**src/design/armored_base64_message_decoder_macros.svh**
```systemverilog
// Assertion helpers for the armored base64 decoder.
`ifndef ARMORED_BASE64_MESSAGE_DECODER_MACROS_SVH
`define ARMORED_BASE64_MESSAGE_DECODER_MACROS_SVH

`ifndef SYNTH
`define ABMD_ASSERT_IMP(lbl, ante, cons) \
  lbl: assert property (@(posedge clk) disable iff (!rst_n) (ante) |-> (cons)) \
    else $error("assertion failed");
`define ABMD_ASSERT_NXT(lbl, ante, cons) \
  lbl: assert property (@(posedge clk) disable iff (!rst_n) (ante) |=> (cons)) \
    else $error("assertion failed");
`else
`define ABMD_ASSERT_IMP(lbl, ante, cons)
`define ABMD_ASSERT_NXT(lbl, ante, cons)
`endif

`endif

```
**src/design/abmd_pkg.sv**
```systemverilog
`default_nettype none
package abmd_pkg;

  localparam int MarkLen = 11;
  localparam int HdrLen  = 12;
  localparam int GrpLen  = 4;
  localparam int MaxRes  = 3;

  typedef logic [1:0] kind_t;
  localparam kind_t KIND_DATA = 2'd0;
  localparam kind_t KIND_DONE = 2'd1;
  localparam kind_t KIND_ERR  = 2'd2;

  localparam logic [7:0] CH_HYPHEN = 8'h2d;
  localparam logic [7:0] CH_EQUAL  = 8'h3d;
  localparam logic [7:0] CH_LF     = 8'h0a;
  localparam logic [7:0] CH_CR     = 8'h0d;
  localparam logic [7:0] CH_B      = 8'h42;

  // characters of the begin marker word, by position
  function automatic logic [7:0] mark_char(input logic [3:0] pos);
    logic [7:0] ch;
    ch = 8'h00;
    unique case (pos)
      4'd0:    ch = 8'h42;
      4'd1:    ch = 8'h45;
      4'd2:    ch = 8'h47;
      4'd3:    ch = 8'h49;
      4'd4:    ch = 8'h4e;
      4'd5:    ch = 8'h20;
      4'd6:    ch = 8'h45;
      4'd7:    ch = 8'h43;
      4'd8:    ch = 8'h41;
      4'd9:    ch = 8'h53;
      4'd10:   ch = 8'h48;
      default: ch = 8'h00;
    endcase
    return ch;
  endfunction

  // bit 6 set: not a base64 letter
  function automatic logic [6:0] sextet_of(input logic [7:0] c);
    logic [6:0] v;
    v = 7'd64;
    if (c >= 8'h41 && c <= 8'h5a)      v = 7'(c - 8'h41);
    else if (c >= 8'h61 && c <= 8'h7a) v = 7'(c - 8'h61 + 8'd26);
    else if (c >= 8'h30 && c <= 8'h39) v = 7'(c - 8'h30 + 8'd52);
    else if (c == 8'h2b)               v = 7'd62;
    else if (c == 8'h2f)               v = 7'd63;
    return v;
  endfunction

  // blanks other than line feed and carriage return, plus the '>' character
  function automatic logic is_soft_blank(input logic [7:0] c);
    return c == 8'h20 || c == 8'h09 || c == 8'h0c || c == 8'h3e;
  endfunction

  function automatic logic is_blank(input logic [7:0] c);
    return is_soft_blank(c) || c == CH_LF || c == CH_CR;
  endfunction

endpackage
`default_nettype wire

```
**src/design/armored_base64_message_decoder.sv**
```systemverilog
// Armored base64 message decoder.
// Input channel (in_valid/in_ready/in_byte): one text character per transaction.
// Output channel (out_valid/out_ready/out_kind/out_data_byte/out_last): one
// result per transaction; kind 0 is a decoded byte, 1 message complete,
// 2 format error. out_last marks the final result caused by one character.
// Each accepted character is parsed in the cycle it is accepted and its
// results (zero to three) land in a three-slot result register; the first
// result is visible the cycle after acceptance.
// Throughput: one character per cycle while each character yields at most one
// result and out_ready is high. The fourth character of a body group yields
// up to three bytes, which drain one per cycle through the result register
// while out_ready is high; a new character is taken once at most one result is
// left and it is being taken. When the receiver stalls, results hold and
// in_ready drops as soon as a result is pending that will not leave this cycle.
// Reset (rst_n low, synchronous) empties the result register and returns the
// parser to hunting for a leading hyphen. No clearing pass is needed.
`default_nettype none
module armored_base64_message_decoder (
  input  wire              clk,
  input  wire              rst_n,
  input  wire              in_valid,
  output logic             in_ready,
  input  wire  [7:0]       in_byte,
  output logic             out_valid,
  input  wire              out_ready,
  output abmd_pkg::kind_t  out_kind,
  output logic [7:0]       out_data_byte,
  output logic             out_last
);
  import abmd_pkg::*;

  typedef enum logic [3:0] {
    P_HUNT       = 4'd0,
    P_LEAD       = 4'd1,
    P_MARK       = 4'd2,
    P_TO_HYPH    = 4'd3,
    P_HDR        = 4'd4,
    P_SEEK       = 4'd5,
    P_LEN        = 4'd6,
    P_BODY       = 4'd7,
    P_CLOSE_WAIT = 4'd8,
    P_CLOSE_RUN  = 4'd9,
    P_CLOSE_TEXT = 4'd10,
    P_CLOSE_CNT  = 4'd11
  } phase_t;

  phase_t      phase_r, phase_nxt;
  logic [3:0]  marker_pos_r, marker_pos_nxt;
  logic [1:0]  newline_run_r, newline_run_nxt;
  logic [1:0]  return_run_r, return_run_nxt;
  logic [3:0]  sextet_count_r, sextet_count_nxt;
  logic [23:0] bytes_left_r, bytes_left_nxt;
  logic [2:0]  closing_hyphens_r, closing_hyphens_nxt;
  logic [5:0]  sextet_store_r [HdrLen];

  kind_t       grp_kind_r [MaxRes];
  logic [7:0]  grp_data_r [MaxRes];
  logic [1:0]  grp_cnt_r;

  kind_t       gen_kind [MaxRes];
  logic [7:0]  gen_data [MaxRes];
  logic [1:0]  gen_cnt;

  logic        in_acc, out_acc;
  logic [7:0]  c;
  logic [6:0]  v, vb;
  logic        st_we;
  logic [3:0]  st_wa;
  logic [5:0]  st_wd;
  logic [5:0]  s [HdrLen];
  logic [1:0]  nl_inc, cr_inc;
  logic        hdr_bad;
  logic [23:0] len;
  logic [1:0]  take;
  logic [7:0]  b0, b1, b2;

  assign in_acc    = in_valid && in_ready;
  assign out_acc   = out_valid && out_ready;
  assign in_ready  = (grp_cnt_r == 2'd0) || (grp_cnt_r == 2'd1 && out_ready);
  assign out_valid = grp_cnt_r != 2'd0;
  assign out_kind      = grp_kind_r[0];
  assign out_data_byte = grp_data_r[0];
  assign out_last      = grp_cnt_r == 2'd1;

  assign c  = in_byte;
  assign v  = sextet_of(c);
  assign vb = (c == CH_EQUAL) ? 7'd0 : v;

  // sextet store as it reads after this character's write
  always_comb begin
    for (int i = 0; i < HdrLen; i++) begin
      s[i] = (st_we && st_wa == 4'(i)) ? st_wd : sextet_store_r[i];
    end
  end

  assign hdr_bad = s[0] != 6'h28 || s[1] != 6'h0b || s[2] != 6'h26 || s[3] != 6'h10 ||
                   s[4] != 6'h20 || s[5][5:4] != 2'b11 || s[9][3:0] != 4'ha ||
                   (s[10] & 6'h3c) != 6'h04;
  assign len = {s[5][3:0], s[6], s[7], s[8], s[9][5:4]};

  assign b0 = {s[0], s[1][5:4]};
  assign b1 = {s[1][3:0], s[2][5:2]};
  assign b2 = {s[2][1:0], s[3]};
  assign take = (bytes_left_r < 24'd3) ? bytes_left_r[1:0] : 2'd3;

  assign nl_inc = newline_run_r + 2'd1;
  assign cr_inc = return_run_r + 2'd1;

  always_comb begin
    phase_nxt           = phase_r;
    marker_pos_nxt      = marker_pos_r;
    newline_run_nxt     = newline_run_r;
    return_run_nxt      = return_run_r;
    sextet_count_nxt    = sextet_count_r;
    bytes_left_nxt      = bytes_left_r;
    closing_hyphens_nxt = closing_hyphens_r;
    st_we   = 1'b0;
    st_wa   = sextet_count_r;
    st_wd   = v[5:0];
    gen_cnt = 2'd0;
    for (int i = 0; i < MaxRes; i++) begin
      gen_kind[i] = KIND_DATA;
      gen_data[i] = 8'h00;
    end

    unique case (phase_r)
      P_HUNT: begin
        if (c == CH_HYPHEN) phase_nxt = P_LEAD;
      end
      P_LEAD: begin
        if (c == CH_B) begin
          phase_nxt      = P_MARK;
          marker_pos_nxt = 4'd1;
        end else if (c != CH_HYPHEN && !is_blank(c)) begin
          phase_nxt = P_HUNT;
        end
      end
      P_MARK: begin
        if (marker_pos_r < 4'(MarkLen) && c == mark_char(marker_pos_r)) begin
          if (marker_pos_r == 4'(MarkLen - 1)) begin
            phase_nxt      = P_TO_HYPH;
            marker_pos_nxt = 4'd0;
          end else begin
            marker_pos_nxt = marker_pos_r + 4'd1;
          end
        end else begin
          phase_nxt      = (c == CH_HYPHEN) ? P_LEAD : P_HUNT;
          marker_pos_nxt = 4'd0;
        end
      end
      P_TO_HYPH: begin
        if (c == CH_HYPHEN) begin
          phase_nxt       = P_HDR;
          newline_run_nxt = 2'd0;
          return_run_nxt  = 2'd0;
        end
      end
      P_HDR: begin
        if (c == CH_LF) begin
          newline_run_nxt = nl_inc;
        end else if (c == CH_CR) begin
          return_run_nxt = cr_inc;
        end else if (!is_soft_blank(c)) begin
          newline_run_nxt = 2'd0;
          return_run_nxt  = 2'd0;
        end
        // a second line break of the same type ends the header
        if ((c == CH_LF && nl_inc >= 2'd2) || (c == CH_CR && cr_inc >= 2'd2)) begin
          newline_run_nxt = 2'd0;
          return_run_nxt  = 2'd0;
          phase_nxt       = P_SEEK;
        end
      end
      P_SEEK: begin
        if (!v[6]) begin
          st_we            = 1'b1;
          st_wa            = 4'd0;
          sextet_count_nxt = 4'd1;
          phase_nxt        = P_LEN;
        end
      end
      P_LEN: begin
        if (!v[6] && sextet_count_r < 4'(HdrLen)) begin
          st_we            = 1'b1;
          sextet_count_nxt = sextet_count_r + 4'd1;
          if (sextet_count_r == 4'(HdrLen - 1)) begin
            sextet_count_nxt = 4'd0;
            if (hdr_bad) begin
              gen_cnt     = 2'd1;
              gen_kind[0] = KIND_ERR;
              phase_nxt   = P_HUNT;
              bytes_left_nxt = 24'd0;
            end else if (len != 24'd0) begin
              gen_cnt        = 2'd1;
              gen_data[0]    = {s[10][1:0], s[11]};
              bytes_left_nxt = len - 24'd1;
              phase_nxt      = (len != 24'd1) ? P_BODY : P_CLOSE_WAIT;
            end else begin
              bytes_left_nxt = 24'd0;
              phase_nxt      = P_CLOSE_WAIT;
            end
          end
        end
      end
      P_BODY: begin
        if (c == CH_HYPHEN) begin
          gen_cnt          = 2'd1;
          gen_kind[0]      = KIND_ERR;
          phase_nxt        = P_HUNT;
          sextet_count_nxt = 4'd0;
          bytes_left_nxt   = 24'd0;
        end else if (!vb[6] && sextet_count_r < 4'(GrpLen)) begin
          st_we            = 1'b1;
          st_wd            = vb[5:0];
          sextet_count_nxt = sextet_count_r + 4'd1;
          if (sextet_count_r == 4'(GrpLen - 1)) begin
            sextet_count_nxt = 4'd0;
            gen_cnt          = take;
            gen_data[0]      = b0;
            gen_data[1]      = b1;
            gen_data[2]      = b2;
            bytes_left_nxt   = bytes_left_r - {22'd0, take};
            if (bytes_left_r == {22'd0, take}) phase_nxt = P_CLOSE_WAIT;
          end
        end
      end
      P_CLOSE_WAIT: begin
        if (c == CH_HYPHEN) phase_nxt = P_CLOSE_RUN;
      end
      P_CLOSE_RUN: begin
        if (c != CH_HYPHEN && !is_blank(c)) phase_nxt = P_CLOSE_TEXT;
      end
      P_CLOSE_TEXT: begin
        if (c == CH_HYPHEN) begin
          phase_nxt           = P_CLOSE_CNT;
          closing_hyphens_nxt = 3'd1;
        end
      end
      P_CLOSE_CNT: begin
        if (c == CH_HYPHEN) begin
          closing_hyphens_nxt = closing_hyphens_r + 3'd1;
          if (closing_hyphens_r >= 3'd4) begin
            gen_cnt             = 2'd1;
            gen_kind[0]         = KIND_DONE;
            phase_nxt           = P_HUNT;
            closing_hyphens_nxt = 3'd0;
          end
        end else if (!is_blank(c)) begin
          gen_cnt             = 2'd1;
          gen_kind[0]         = KIND_DONE;
          phase_nxt           = P_HUNT;
          closing_hyphens_nxt = 3'd0;
        end
      end
      default: begin
        phase_nxt           = P_HUNT;
        marker_pos_nxt      = 4'd0;
        newline_run_nxt     = 2'd0;
        return_run_nxt      = 2'd0;
        sextet_count_nxt    = 4'd0;
        bytes_left_nxt      = 24'd0;
        closing_hyphens_nxt = 3'd0;
      end
    endcase
  end

  always_ff @(posedge clk) begin
    if (!rst_n) begin
      phase_r           <= P_HUNT;
      marker_pos_r      <= 4'd0;
      newline_run_r     <= 2'd0;
      return_run_r      <= 2'd0;
      sextet_count_r    <= 4'd0;
      bytes_left_r      <= 24'd0;
      closing_hyphens_r <= 3'd0;
      grp_cnt_r         <= 2'd0;
    end else begin
      if (in_acc) begin
        phase_r           <= phase_nxt;
        marker_pos_r      <= marker_pos_nxt;
        newline_run_r     <= newline_run_nxt;
        return_run_r      <= return_run_nxt;
        sextet_count_r    <= sextet_count_nxt;
        bytes_left_r      <= bytes_left_nxt;
        closing_hyphens_r <= closing_hyphens_nxt;
        if (st_we) sextet_store_r[st_wa] <= st_wd;
        grp_cnt_r <= gen_cnt;
        for (int i = 0; i < MaxRes; i++) begin
          grp_kind_r[i] <= gen_kind[i];
          grp_data_r[i] <= gen_data[i];
        end
      end else if (out_acc) begin
        // pop the head result
        grp_cnt_r <= grp_cnt_r - 2'd1;
        for (int i = 0; i < MaxRes - 1; i++) begin
          grp_kind_r[i] <= grp_kind_r[i + 1];
          grp_data_r[i] <= grp_data_r[i + 1];
        end
      end
    end
  end

`include "armored_base64_message_decoder_macros.svh"

  `ABMD_ASSERT_IMP(a_acc_room, in_valid && in_ready, grp_cnt_r <= 2'd1)
  `ABMD_ASSERT_IMP(a_body_left, phase_r == P_BODY, bytes_left_r != 24'd0)
  `ABMD_ASSERT_IMP(a_ctl_single, out_valid && out_kind != KIND_DATA, out_last)
  `ABMD_ASSERT_NXT(a_hunt_err, in_acc && gen_kind[0] == KIND_ERR, phase_r == P_HUNT)

endmodule
`default_nettype wire
```
**config.mk**
```make
export PLATFORM = sky130hd
export DESIGN_NAME = armored_base64_message_decoder
export DESIGN_NICKNAME = d
export VERILOG_FILES = /design/src/design/abmd_pkg.sv /design/src/design/armored_base64_message_decoder.sv
export VERILOG_INCLUDE_DIRS = /design/src /design/src/design
export SDC_FILE = /design/constraint.sdc
export NUM_CORES = 1
export LEC_CHECK = 0
export ABC_CLOCK_PERIOD_IN_PS = 8000
export BUFFER_PORTS_ARGS = -buffer_cell sky130_fd_sc_hd__buf_2
export CORE_UTILIZATION = 40
export DETAILED_ROUTE_END_ITERATION = 16
export PLACE_DENSITY = 0.56
export SLEW_MARGIN = 20
export SYNTH_ARGS = -nofsm -noshare
export SYNTH_HDL_FRONTEND = slang
export SYNTH_SLANG_ARGS = --single-unit
```
**constraint.sdc**
```tcl
create_clock -name clk -period 8 [get_ports clk]
set_input_delay 0.4 -clock clk [delete_from_list [all_inputs] [get_ports clk]]
set_output_delay 0.4 -clock clk [all_outputs]
set_load 0.1 [all_outputs]
```
[Yosys cells after proc, flatten, opt, wreduce, memory -nomap -nowiden]
Memories as Yosys holds them, arrays and structs flattened. A register that Yosys moved wholly into a read port is not among the register bits.
Cells that the tools add are included.
Storage, ports and cells
  register bits after elaboration: 45
  memory bits (writable): 102
  ROM bits: 112
  input bits: 12
  output and inout port bits: 13
  memories kept: 4
Cells by class
  $add $sub $neg: 13
  magnitude comparators: 13
  eq/ne operators: 70
  muxes and demuxes: 133
  bitwise logic cells: 9
  reductions and logical operators: 59
Memories
  (no name shown): words 16, width 7, rd ports 1, clocked after memory_dff 1, write ports 0, line abmd_pkg.sv:24  | unique case (pos)
  sextet_store_r: words 12, width 6, rd ports 12, clocked after memory_dff 0, write ports 1, line armored_base64_message_decoder.sv:54  | logic [5:0] sextet_store_r [HdrLen];
  grp_data_r: words 3, width 8, rd ports 3, clocked after memory_dff 0, write ports 3, line armored_base64_message_decoder.sv:57  | logic [7:0] grp_data_r [MaxRes];
  grp_kind_r: words 3, width 2, rd ports 3, clocked after memory_dff 0, write ports 3, line armored_base64_message_decoder.sv:56  | kind_t grp_kind_r [MaxRes];
Operator list (count)
  24-bit two-way mux: 10
  4-bit two-way mux: 36
  6-bit two-way mux: 15
  24-bit one-hot mux with 3 select lines: 1
  8-bit two-way mux: 7
  8-bit by 6-bit == test with 1-bit output, second input constant: 6
  4-bit one-hot mux with 12 select lines: 1
  2-bit two-way mux: 21
  7-bit two-way mux: 6
  4-bit == test, second input constant: 10
  10-bit OR reduction: 4
  4-bit by 3-bit == test with 1-bit output, second input constant: 8
  8-bit by 4-bit == test with 1-bit output, second input constant: 4
  24-bit by 2-bit == test with 1-bit output: 1
  1-bit logical AND: 24
  24-bit by 2-bit less-than comparator with 1-bit output, second input constant: 1
  24-bit by 1-bit != test with 1-bit output, second input constant: 1
  3-bit != test, second input constant: 8
  2-bit one-hot mux with 3 select lines: 4
  24-bit nonzero test: 1
  24-bit by 1-bit subtractor with 24-bit output, second input constant: 1
  24-bit by 2-bit subtractor with 24-bit output: 1
  1-bit two-way mux: 22
  2-bit != test, second input constant: 11
  other kinds (47): 93

[Depth between registers and ports, before layout]
Gate-level depths: netlist (run 1).
  word-level depth: 27
  gate-level depth with buffers: 21
  depth with buffers taken out: 17

[Worst setup path before layout (run 1)]
OpenSTA, ideal clock, no wires.
  path kind: input to register
  start: input in_byte[2]
  end: register bytes_left_r[22]
  data arrival time: 4303 ps
  data required time: 7868 ps
  setup slack: 3565 ps
  stages: 18
  path buffers: 4
  path through: clkbuf_1 inv_1 ha_1 buf_2 a21o_1 a211o_1 a22o_4 o211a_1 buf_6 nor4_2 mux2i_1 ha_1 clkbuf_1 and2_1 nand3_1 nor4_1 xor2_1 o22ai_1
Between the ends
  cells in the longest elaborated chain, start to end: 26
Ends and longest elaborated chain
  from (decl): line armored_base64_message_decoder.sv:23  | input wire [7:0] in_byte,
  parallel branches: the longest is 26 deep, another holds 7-bit by 6-bit subtractor with 7-bit output
  to (signal assigned): line armored_base64_message_decoder.sv:284  | bytes_left_r <= bytes_left_nxt;
  to (decl): line armored_base64_message_decoder.sv:52  | logic [23:0] bytes_left_r, bytes_left_nxt;
Parallel ways; which one is timed is not known. The select of a mux whose other input is x is not followed.
A chain may end at the register's enable or synchronous reset.

==> impl_results.md, run 1 <==
* Multi-input combinational cell area at between 5000 and 6000 sq um
* NumNets Final at around 1100
* Port Buffer Count at 24
* Max Transition Viols Final at 0
* I/O Pins at 25
* Dpl hpwl at 20.39 mm
* Synth Area in Simple Gates at between 20% and 30%
* Post-CTS Setup Inserts at 0
* Worst path required time at roughly 8.2 ns
* All-Layer GR Usage at 23.75%
* Sequential share of the synthesized area at 40.85%
* Largest family of logic cells by synthesized area: simple AND/OR/NAND/NOR gates
* Primary FF master, synth: edfxtp_1
* Num Clock Sinks at 150
* Hold WS at about 0.42 ns
* Period utilization at between 60% and 70%
* Largest net degree at the start of global routing at 33
* Crit path time final at ~4.9 ns
* Global route overflow at 0
* Area leader, netlist: edfxtp_1
* Number of diodes at 0
* WP data arrival at approximately 5.1 ns
* Mapped Area at about 9800 sq um
* Max Cap Viol at 0
* Longest Clk Path Bufs at 2
* Area Overhead vs Synth at 9.058%
* Resized cells post-CTS at 0
* Setup-failing EPs final at 0
* XOR/XNOR share of the synthesized area at under 10%
* Initial drt markers at 679
* Worst-skew pair later-pin latency at about 0.43 ns
* H-Tree Depth at 4
* Vias in the first global route at around 7700
* Share of cells above drive strength 1 at under 10%
* Fin util at between 40 and 50%
* First-pass DRT Iterations at 6
* Maximum VDD drop at ~0.00013 V
* Clock skew at ~0.012 ns
* Setup TNS at 0 ns
* Post-Syn Instances at between 1000 and 1500
* Synth Register Bits at 150
* Lkg Pwr at approximately 3.5 nW
* Clock Root Buffer: clkbuf_16
* Initial Util at between 40 and 50%
* Storage cell area at 3984 sq um
* Commonest cells post-synth: 112 x nor2_1, 101 x nand2_1, 98 x edfxtp_1
* Initial antenna violation count at 0
* Status: finished clean
* Post-Synth Adder-Cell Area at 2.951%
* Count leader, synth: nor2_1
* Num CTS Buffers at 17
* Synth area leaders: edfxtp_1 30%, dfxtp_1 11%, nor2_1 4.3%
* DR vias at between 8000 and 9000
* DR vias/cell at about 6.0
* RSZ-0062 raised after global routing: no
* TritonCTS clock tree: built
* P per Cell Area at 184.0 nW/um^2
* Ys async rst share at 0%
* Worst setup EP type: flip-flop
* Post-synth EDFFs at 98
* Layout filler cell count at roughly 2400
* FMAX at between 200 and 250 MHz
* Max-slew headroom at 37.53%
* Element type at the critical path start: flip-flop
* Routed wire length at roughly 28 mm
* Remaining antenna violation count at 0
* Die area at about 25000 sq um
* Die Y at between 150 and 200 um
* Placement Rows at 56
* Synthesis Warnings at 0
* Final std cells w/o fill at between 1000 and 1500
* Clk slew on worst S/H paths at ~0.070 ns
* DRC violations left at 0
* WL/cell at 20.39 um
* Global-route wire length before repair at about 45 mm
* Min-delay worst type: in -> reg
* Syn Nets at roughly 1100
* Placed Instances at approximately 1400
* Synthesized-area fraction occupied by ao, oa, aoi and oai cells at around a fifth
* Hold_buf cts at 0
* Worst-margin pin slew at around 0.93 ns
* Crit path kind: reg -> reg
* Final hold vios at 0
* Mux contribution to synthesized area at between 4 and 5%
* Width of the die at between 150 and 200 um
* Core area at roughly 24000 sq um
* Yosys top cell area share at between 30% and 40%
* Post-Syn Area per Cell at 9.055 sq um
* Final GP Congestion at approximately 0.9
* Yosys cell types at 95
* CP max FO at 21
-- registers in the layout (all words and copies together) (netlist names), named ones only --
register and flops:
sextet_store_r 72, bytes_left_r 24, grp_data_r 24, marker_pos_r 4, phase_r 4, sextet_count_r 4
closing_hyphens_r 3, grp_cnt_r 2, grp_kind_r 2, newline_run_r 2, return_run_r 2
-- power by group --
group          leakage (nW)  switching, mW  internal [mW]  total [mW]
registers              1.29        0.00642          0.850       0.856
clock network         0.283          0.361          0.468       0.828
logic                  1.92          0.215         0.0581       0.273
-- cell families after synthesis --
| group | Yosys count |
|---|---|
| adders and majority gates | 23 |
| buffers and inverters | 100 |
| muxes | 44 |
| and+or+nand+nor | 423 |
| DFF | 150 |
| AOI/OAI and AO/OA | 293 |
| xor gates and xnor gates | 44 |
-- path summary, 6_finish.rpt --
kind,endpoint,start,slack (ns),cells after the start
max reg2reg,grp_data_r[0][3]$_DFFE_PP_,phase_r[2]$_SDFFE_PN0P_,3.07,10
max,grp_data_r[0][3]$_DFFE_PP_,phase_r[2]$_SDFFE_PN0P_,3.07,10
min reg2reg,newline_run_r[1]$_SDFFE_PN0P_,newline_run_r[1]$_SDFFE_PN0P_,0.50,1
min,phase_r[2]$_SDFFE_PN0P_,rst_n,0.42,3
-- layout make-up --
cell class / count / area share, %
Inverter: 32 / 1.129
Sequential cell: 150 / 37.46
Tap cell: 319 / 3.753
Clock inverter: 14 / 1.553
Timing Repair Buffer: 36 / 1.976
Clock buffer: 17 / 4.000
Multi-Input combinational cell: 827 / 50.13
-- worst max-delay path, cell delays in order (launching register included) --
cell and delay (ns):
dfxtp_1 0.83, nor4bb_1 0.87, nand3b_1 0.36, nor4_2 0.68, mux2i_1 0.48, ha_1 0.28, o2111ai_1 0.17, o21ai_0 0.42
nand4b_4 0.31, nor3_1 0.07, o22a_1 0.20
-- routing by layer --
metal / wire [um] / up-vias / GRT usage (%)
met5: 0 / - / 0
li1: - / 4010 / -
met2: 13380 / 271 / 38.62
met4: 427 / 0 / 5.952
met1: 12880 / 4015 / 32.87
met3: 1759 / 29 / 3.586
-- cell usage in the layout (no fill, tap or decap), types with 8 or more instances in the layout --
master | netlist | final
ha_1 | 23 | 23
nor4_1 | 16 | 16
a211oi_1 | 9 | 9
clkbuf_16 | 0 | 17
nor3_1 | 45 | 45
buf_4 | 9 | 12
xor2_1 | 21 | 21
a21oi_1 | 61 | 61
or3_1 | 13 | 13
nand3_1 | 28 | 28
nor2b_1 | 11 | 11
nand4_1 | 12 | 12
nand2b_1 | 15 | 15
o22ai_1 | 8 | 8
mux2i_1 | 39 | 39
nand2_1 | 101 | 101
inv_1 | 29 | 29
a31oi_1 | 19 | 19
buf_2 | 11 | 24
and2_1 | 10 | 10
o22a_1 | 9 | 9
o211ai_1 | 18 | 18
dfxtp_1 | 52 | 52
nor2_1 | 112 | 111
edfxtp_1 | 98 | 98
xnor2_1 | 23 | 23
o31ai_1 | 18 | 18
a211o_1 | 9 | 9
o21ai_0 | 65 | 64
and3_1 | 11 | 11
-- metrics by stage --
stage	worst slack, ns	instance area (sq um)	power [mW]
CTS	3.211	10640	1.968
finish	3.067	10640	1.957
floorplan	3.565	9752	1.077
detailed placement	2.849	10040	1.144
global placement	2.865	10040	1.143
global route	2.873	10640	2.018
No activity file was read; power rests on OpenSTA's default activity.
==> run 2, diff against run 1 <==
--- a/config.mk
+++ b/config.mk
@@ -6,7 +6,8 @@
 export SDC_FILE = /design/constraint.sdc
 export NUM_CORES = 1
 export LEC_CHECK = 0
-export ABC_CLOCK_PERIOD_IN_PS = 8000
+export ABC_AREA = 1
+export ABC_CLOCK_PERIOD_IN_PS = 4900
 export BUFFER_PORTS_ARGS = -buffer_cell sky130_fd_sc_hd__buf_2
 export CORE_UTILIZATION = 40
 export DETAILED_ROUTE_END_ITERATION = 16
==> constraint.sdc (replaced) <==
create_clock -name clk -period 4.9 [get_ports clk]
set_input_delay 0.245 -clock clk [delete_from_list [all_inputs] [get_ports clk]]
set_output_delay 0.245 -clock clk [all_outputs]
set_load 0.1 [all_outputs]
==> impl_results.md, run 2 <==
* Commonest non-fill, non-tap cell in the layout: nand2_1 (was nor2_1)
* Die Y at 164.9 um (was 158.1 um)
* Largest net degree at the start of global routing at 39 (was 33)
* Global route overflow at 0 (unchanged)
* Initial antenna violation count at 0 (unchanged)
* Min-delay worst type: in -> reg (unchanged)
* Dpl hpwl at 22.60 mm (was 20.39 mm)
* Flop pwr share at 42.1% (was 43.7%)
* Worst-path cell with the longest stage delay: nor2_4 (was nor4bb_1)
* Post-Synth Adder-Cell Area at 2.710% (was 2.951%)
* Initial drt markers at 686 (was 679)
* Setup slack after placement at 0.4587 ns (was 2.849 ns)
* FMAX at 244.9 MHz (was 202.7 MHz)
* Hold_buf cts at 0 (unchanged)
* Lkg Pwr at 5.152 nW (was 3.494 nW)
* Post-CTS Setup Inserts at 0 (unchanged)
* Most frequent cells in the layout: 482 x nand2_1, 181 x inv_1, 181 x nor2_1, 108 x nand3_1, 98 x edfxtp_1 (was 111 x nor2_1, 101 x nand2_1, 98 x edfxtp_1, 64 x o21ai_0, 61 x a21oi_1)
* Yosys top cell area share at 27.71% (was 30.18%)
* Synth Register Bits at 150 (unchanged)
* Total power at 3.415 mW (was 1.957 mW)
* Final GP Congestion at 0.9024 (was 0.9062)
* P per Cell Area at 293.8 nW/um^2 (was 184.0 nW/um^2)
* Worst Setup EP: bytes_left_r[15]$_SDFFE_PN0P_ (was grp_data_r[0][3]$_DFFE_PP_)
* Sequential share of the synthesized area at 37.52% (was 40.85%)
* Crit. Startpoint: phase_r[3]$_SDFFE_PN0P_ (was phase_r[2]$_SDFFE_PN0P_)
* Count leader, synth: nand2_1 (was nor2_1)
* Status: finished clean (unchanged)
* Mapped Area at 10620 sq um (was 9752 sq um)
* Metal2 WL at 13.67 mm (was 13.38 mm)
* Clock share of power at 39.4% (was 42.3%)
* Psw at 1.161 mW (was 0.5817 mW)
* Core area at 26060 sq um (was 23680 sq um)
* Num Clock Sinks at 150 (unchanged)
* Hold WS at 0.1343 ns (was 0.4198 ns)
* Worst path required time at 5.26 ns (was 8.18 ns)
* Primary FF master, synth: edfxtp_1 (unchanged)
* Post-Syn Area per Cell at 7.014 sq um (was 9.055 sq um)
* Max Cap Viol at 0 (unchanged)
* TritonCTS clock tree: built (unchanged)
* Final hold vios at 0 (unchanged)
* Longest Clk Path Bufs at 2 (unchanged)
* Synth area leaders: edfxtp_1 28%, nand2_1 17%, dfxtp_1 9.8% (was edfxtp_1 30%, dfxtp_1 11%, nor2_1 4.3%)
* Vias in the first global route at 8857 (was 7747)
* Comb pwr share at 18.5% (was 13.9%)
* Biggest regs: sextet_store_r (72), bytes_left_r (24), grp_data_r (24) (unchanged)
* DR vias at 9618 (was 8325)
* Wl on met1 at 14.70 mm (was 12.88 mm)
* Global-route wire length before repair at 48.50 mm (was 44.71 mm)
* Remaining antenna violation count at 0 (unchanged)
* XOR/XNOR share of the synthesized area at 2.722% (was 3.952%)
* Setup TNS at 0 ns (unchanged)
* Post-synth EDFFs at 98 (unchanged)
* Die area at 27200 sq um (was 25010 sq um)
* R2r endpoint: bytes_left_r[15]$_SDFFE_PN0P_ (was grp_data_r[0][3]$_DFFE_PP_)
* Clock skew at 0.02356 ns (was 0.01183 ns)
* Num CTS Buffers at 17 (unchanged)
* Crit path kind: reg -> reg (unchanged)
* Worst Hold Path Cells at 3 (unchanged)
* Cell chain of the critical path: inv_1, nand2_1, nor2_2, nand2_4, nor2_2, nand2_1, nand3_4, buf_4, nand2_2, nand2_1, nand2_1, nand2_1, nor2_1, nand2_1, nor2_1, nand3_1, nand2_1, nor2_4, nand2_2, nand2_1, nand2_1, a21oi_2 (was nor4bb_1, nand3b_1, nor4_2, mux2i_1, ha_1, o2111ai_1, o21ai_0, nand4b_4, nor3_1, o22a_1)
* Share of cells above drive strength 1 at 11.94% (was 9.572%)
* Max FFs per register at 72 (unchanged)
* DRC violations left at 0 (unchanged)
* Max-slew headroom at 30.12% (was 37.53%)
* Worst-margin pin slew at 1.040 ns (was 0.9315 ns)
* All-Layer GR Usage at 23.29% (was 23.75%)
* First-pass DRT Iterations at 5 (was 6)
* Yosys cell types at 51 (was 95)
* Worst flop-to-flop path startpoint: phase_r[3]$_SDFFE_PN0P_ (was phase_r[2]$_SDFFE_PN0P_)
* Largest family of logic cells by synthesized area: simple AND/OR/NAND/NOR gates (unchanged)
* Largest Register: sextet_store_r (unchanged)
* Worst-skew pair later-pin latency at 0.44 ns (was 0.43 ns)
* Maximum VDD drop at 0.0004967 V (was 0.0001261 V)
* Port Buffer Count at 24 (unchanged)
* Worst path depth at 22 (was 10)
* Ys async rst share at 0% (unchanged)
* Post-Syn Instances at 1514 (was 1077)
* Mux contribution to synthesized area at 0% (was 4.619%)
* Critical path buffers and inverters at 2 (was 0)
* NumNets Final at 1572 (was 1099)
* R2R depth at 22 (was 10)
* Reg-to-reg setup timing slack at 0.82 ns (was 3.07 ns)
* I/O Pins at 25 (unchanged)
* Area Overhead vs Synth at 9.450% (was 9.058%)
* Placement Rows at 59 (was 56)
* Element type at the critical path start: flip-flop (unchanged)
* WL/cell at 16.11 um (was 20.39 um)
* Setup-failing EPs final at 0 (unchanged)
* Clk slew on worst S/H paths at 0.08 ns (was 0.07 ns)
* Switching Fraction at 33.99% (was 29.72%)
* Max Transition Viols Final at 0 (unchanged)
* Routed wire length at 30.37 mm (was 28.44 mm)
* Width of the die at 164.9 um (was 158.1 um)
* Cell Int Power at 2.254 mW (was 1.375 mW)
* Number of diodes at 0 (unchanged)
* Worst Slack Setup Final at 0.8171 ns (was 3.067 ns)
* Layout filler cell count at 2708 (was 2367)
* Resized cells post-CTS at 0 (unchanged)
* Crit path top cell by count: nand2_1
* Syn Nets at 1549 (was 1112)
* Synthesized-area fraction occupied by ao, oa, aoi and oai cells at 9.450% (was 20.49%)
* Commonest cells post-synth: 482 x nand2_1, 181 x inv_1, 181 x nor2_1 (was 112 x nor2_1, 101 x nand2_1, 98 x edfxtp_1)
* CP max FO at 31 (was 21)
* Uppermost layer routed: met4 (unchanged)
* WP data arrival at 4.44 ns (was 5.11 ns)
* Multi-input combinational cell area at 5608 sq um (was 5331 sq um)
* Clock Root Buffer: clkbuf_16 (unchanged)
* Area leader, netlist: edfxtp_1 (unchanged)
* Critical path's largest stage delay at 0.47 ns (was 0.87 ns)
* RSZ-0062 raised after global routing: no (unchanged)
* Storage cell area at 3984 sq um (unchanged)
* Initial Util at 40.75% (was 41.18%)
* Period utilization at 83.33% (was 61.66%)
* DR vias/cell at 5.102 (was 5.968)
* Crit path time final at 4.083 ns (was 4.933 ns)
* CP top delay family: simple AND/OR/NAND/NOR gates (unchanged)
* H-Tree Depth at 4 (unchanged)
* Met3 routed WL at 1.419 mm (was 1.759 mm)
* Worst setup EP type: flip-flop (unchanged)
* Synth Area in Simple Gates at 37.88% (was 22.57%)
* Synthesis Warnings at 0 (unchanged)
run 2: cell count changes in the layout (fill, tap and decap cells not counted), sizes merged, moves of 21 or more:
cell   delta
inv     +166
mux2i    -39
nand2   +412
nand3    +96
nor2     +91
nor3     -21
run 2: worst min path at each step:
stage / startpoint / to
global placement: newline_run_r[1]$_SDFFE_PN0P_ / newline_run_r[1]$_SDFFE_PN0P_
CTS: rst_n / phase_r[3]$_SDFFE_PN0P_
global route: rst_n / phase_r[3]$_SDFFE_PN0P_
floorplan: rst_n / phase_r[3]$_SDFFE_PN0P_
detailed placement: return_run_r[1]$_SDFFE_PN0P_ / return_run_r[1]$_SDFFE_PN0P_
finish: rst_n / phase_r[3]$_SDFFE_PN0P_
run 2: final cells by class:
cell class,instances,share of cell area [%]
timing repair buffer,46,2.562
clock inverter,14,1.346
multi-input combinational,1128,48.25
tap,335,3.606
clock buffer,18,3.693
inverter,194,6.265
sequential,150,34.28
run 2: power groups by stage:
stage,clock (mW),combinational (mW),sequential [mW]
global placement,0,0.631,1.47
detailed placement,0,0.632,1.47
CTS,1.38,0.634,1.44
finish,1.35,0.630,1.44
global route,1.43,0.678,1.44
floorplan,0,0.477,1.49
run 2: stage by stage:
| stage | std cells | cell area (sq um) | utilization [%] |
|---|---|---|---|
| finish | 1885 | 11620 | 44.60 |
| global route | 1885 | 11620 | 44.60 |
| CTS | 1885 | 11620 | 44.60 |
| detailed placement | 1853 | 11040 | 42.35 |
| global placement | 1853 | 11040 | 42.35 |
| floorplan | 1514 | 10620 | - |
run 2: logic make-up after synthesis:
logic type	Yosys count
simple gates	904
buf+inv	236
compound gates	168
flops	150
xor+xnor	33
fa+ha+maj	23
run 2: routing by layer:
metal  GRT usage, %  vias up
met1          32.75     4397
met3          3.340       41
met2          36.67      249
li1               -     4931
met4          7.214        0
met5              0        -
run 2: worst reg2reg max path: stages, from the launching register on:
cell	delay, ns
dfxtp_1	0.37
inv_1	0.19
nand2_1	0.18
nor2_2	0.28
nand2_4	0.19
nor2_2	0.16
nand2_1	0.12
nand3_4	0.30
buf_4	0.29
nand2_2	0.14
nand2_1	0.11
nand2_1	0.13
nand2_1	0.11
nor2_1	0.06
nand2_1	0.12
nor2_1	0.06
nand3_1	0.16
nand2_1	0.14
nor2_4	0.47
nand2_2	0.14
nand2_1	0.10
nand2_1	0.06
a21oi_2	0.12
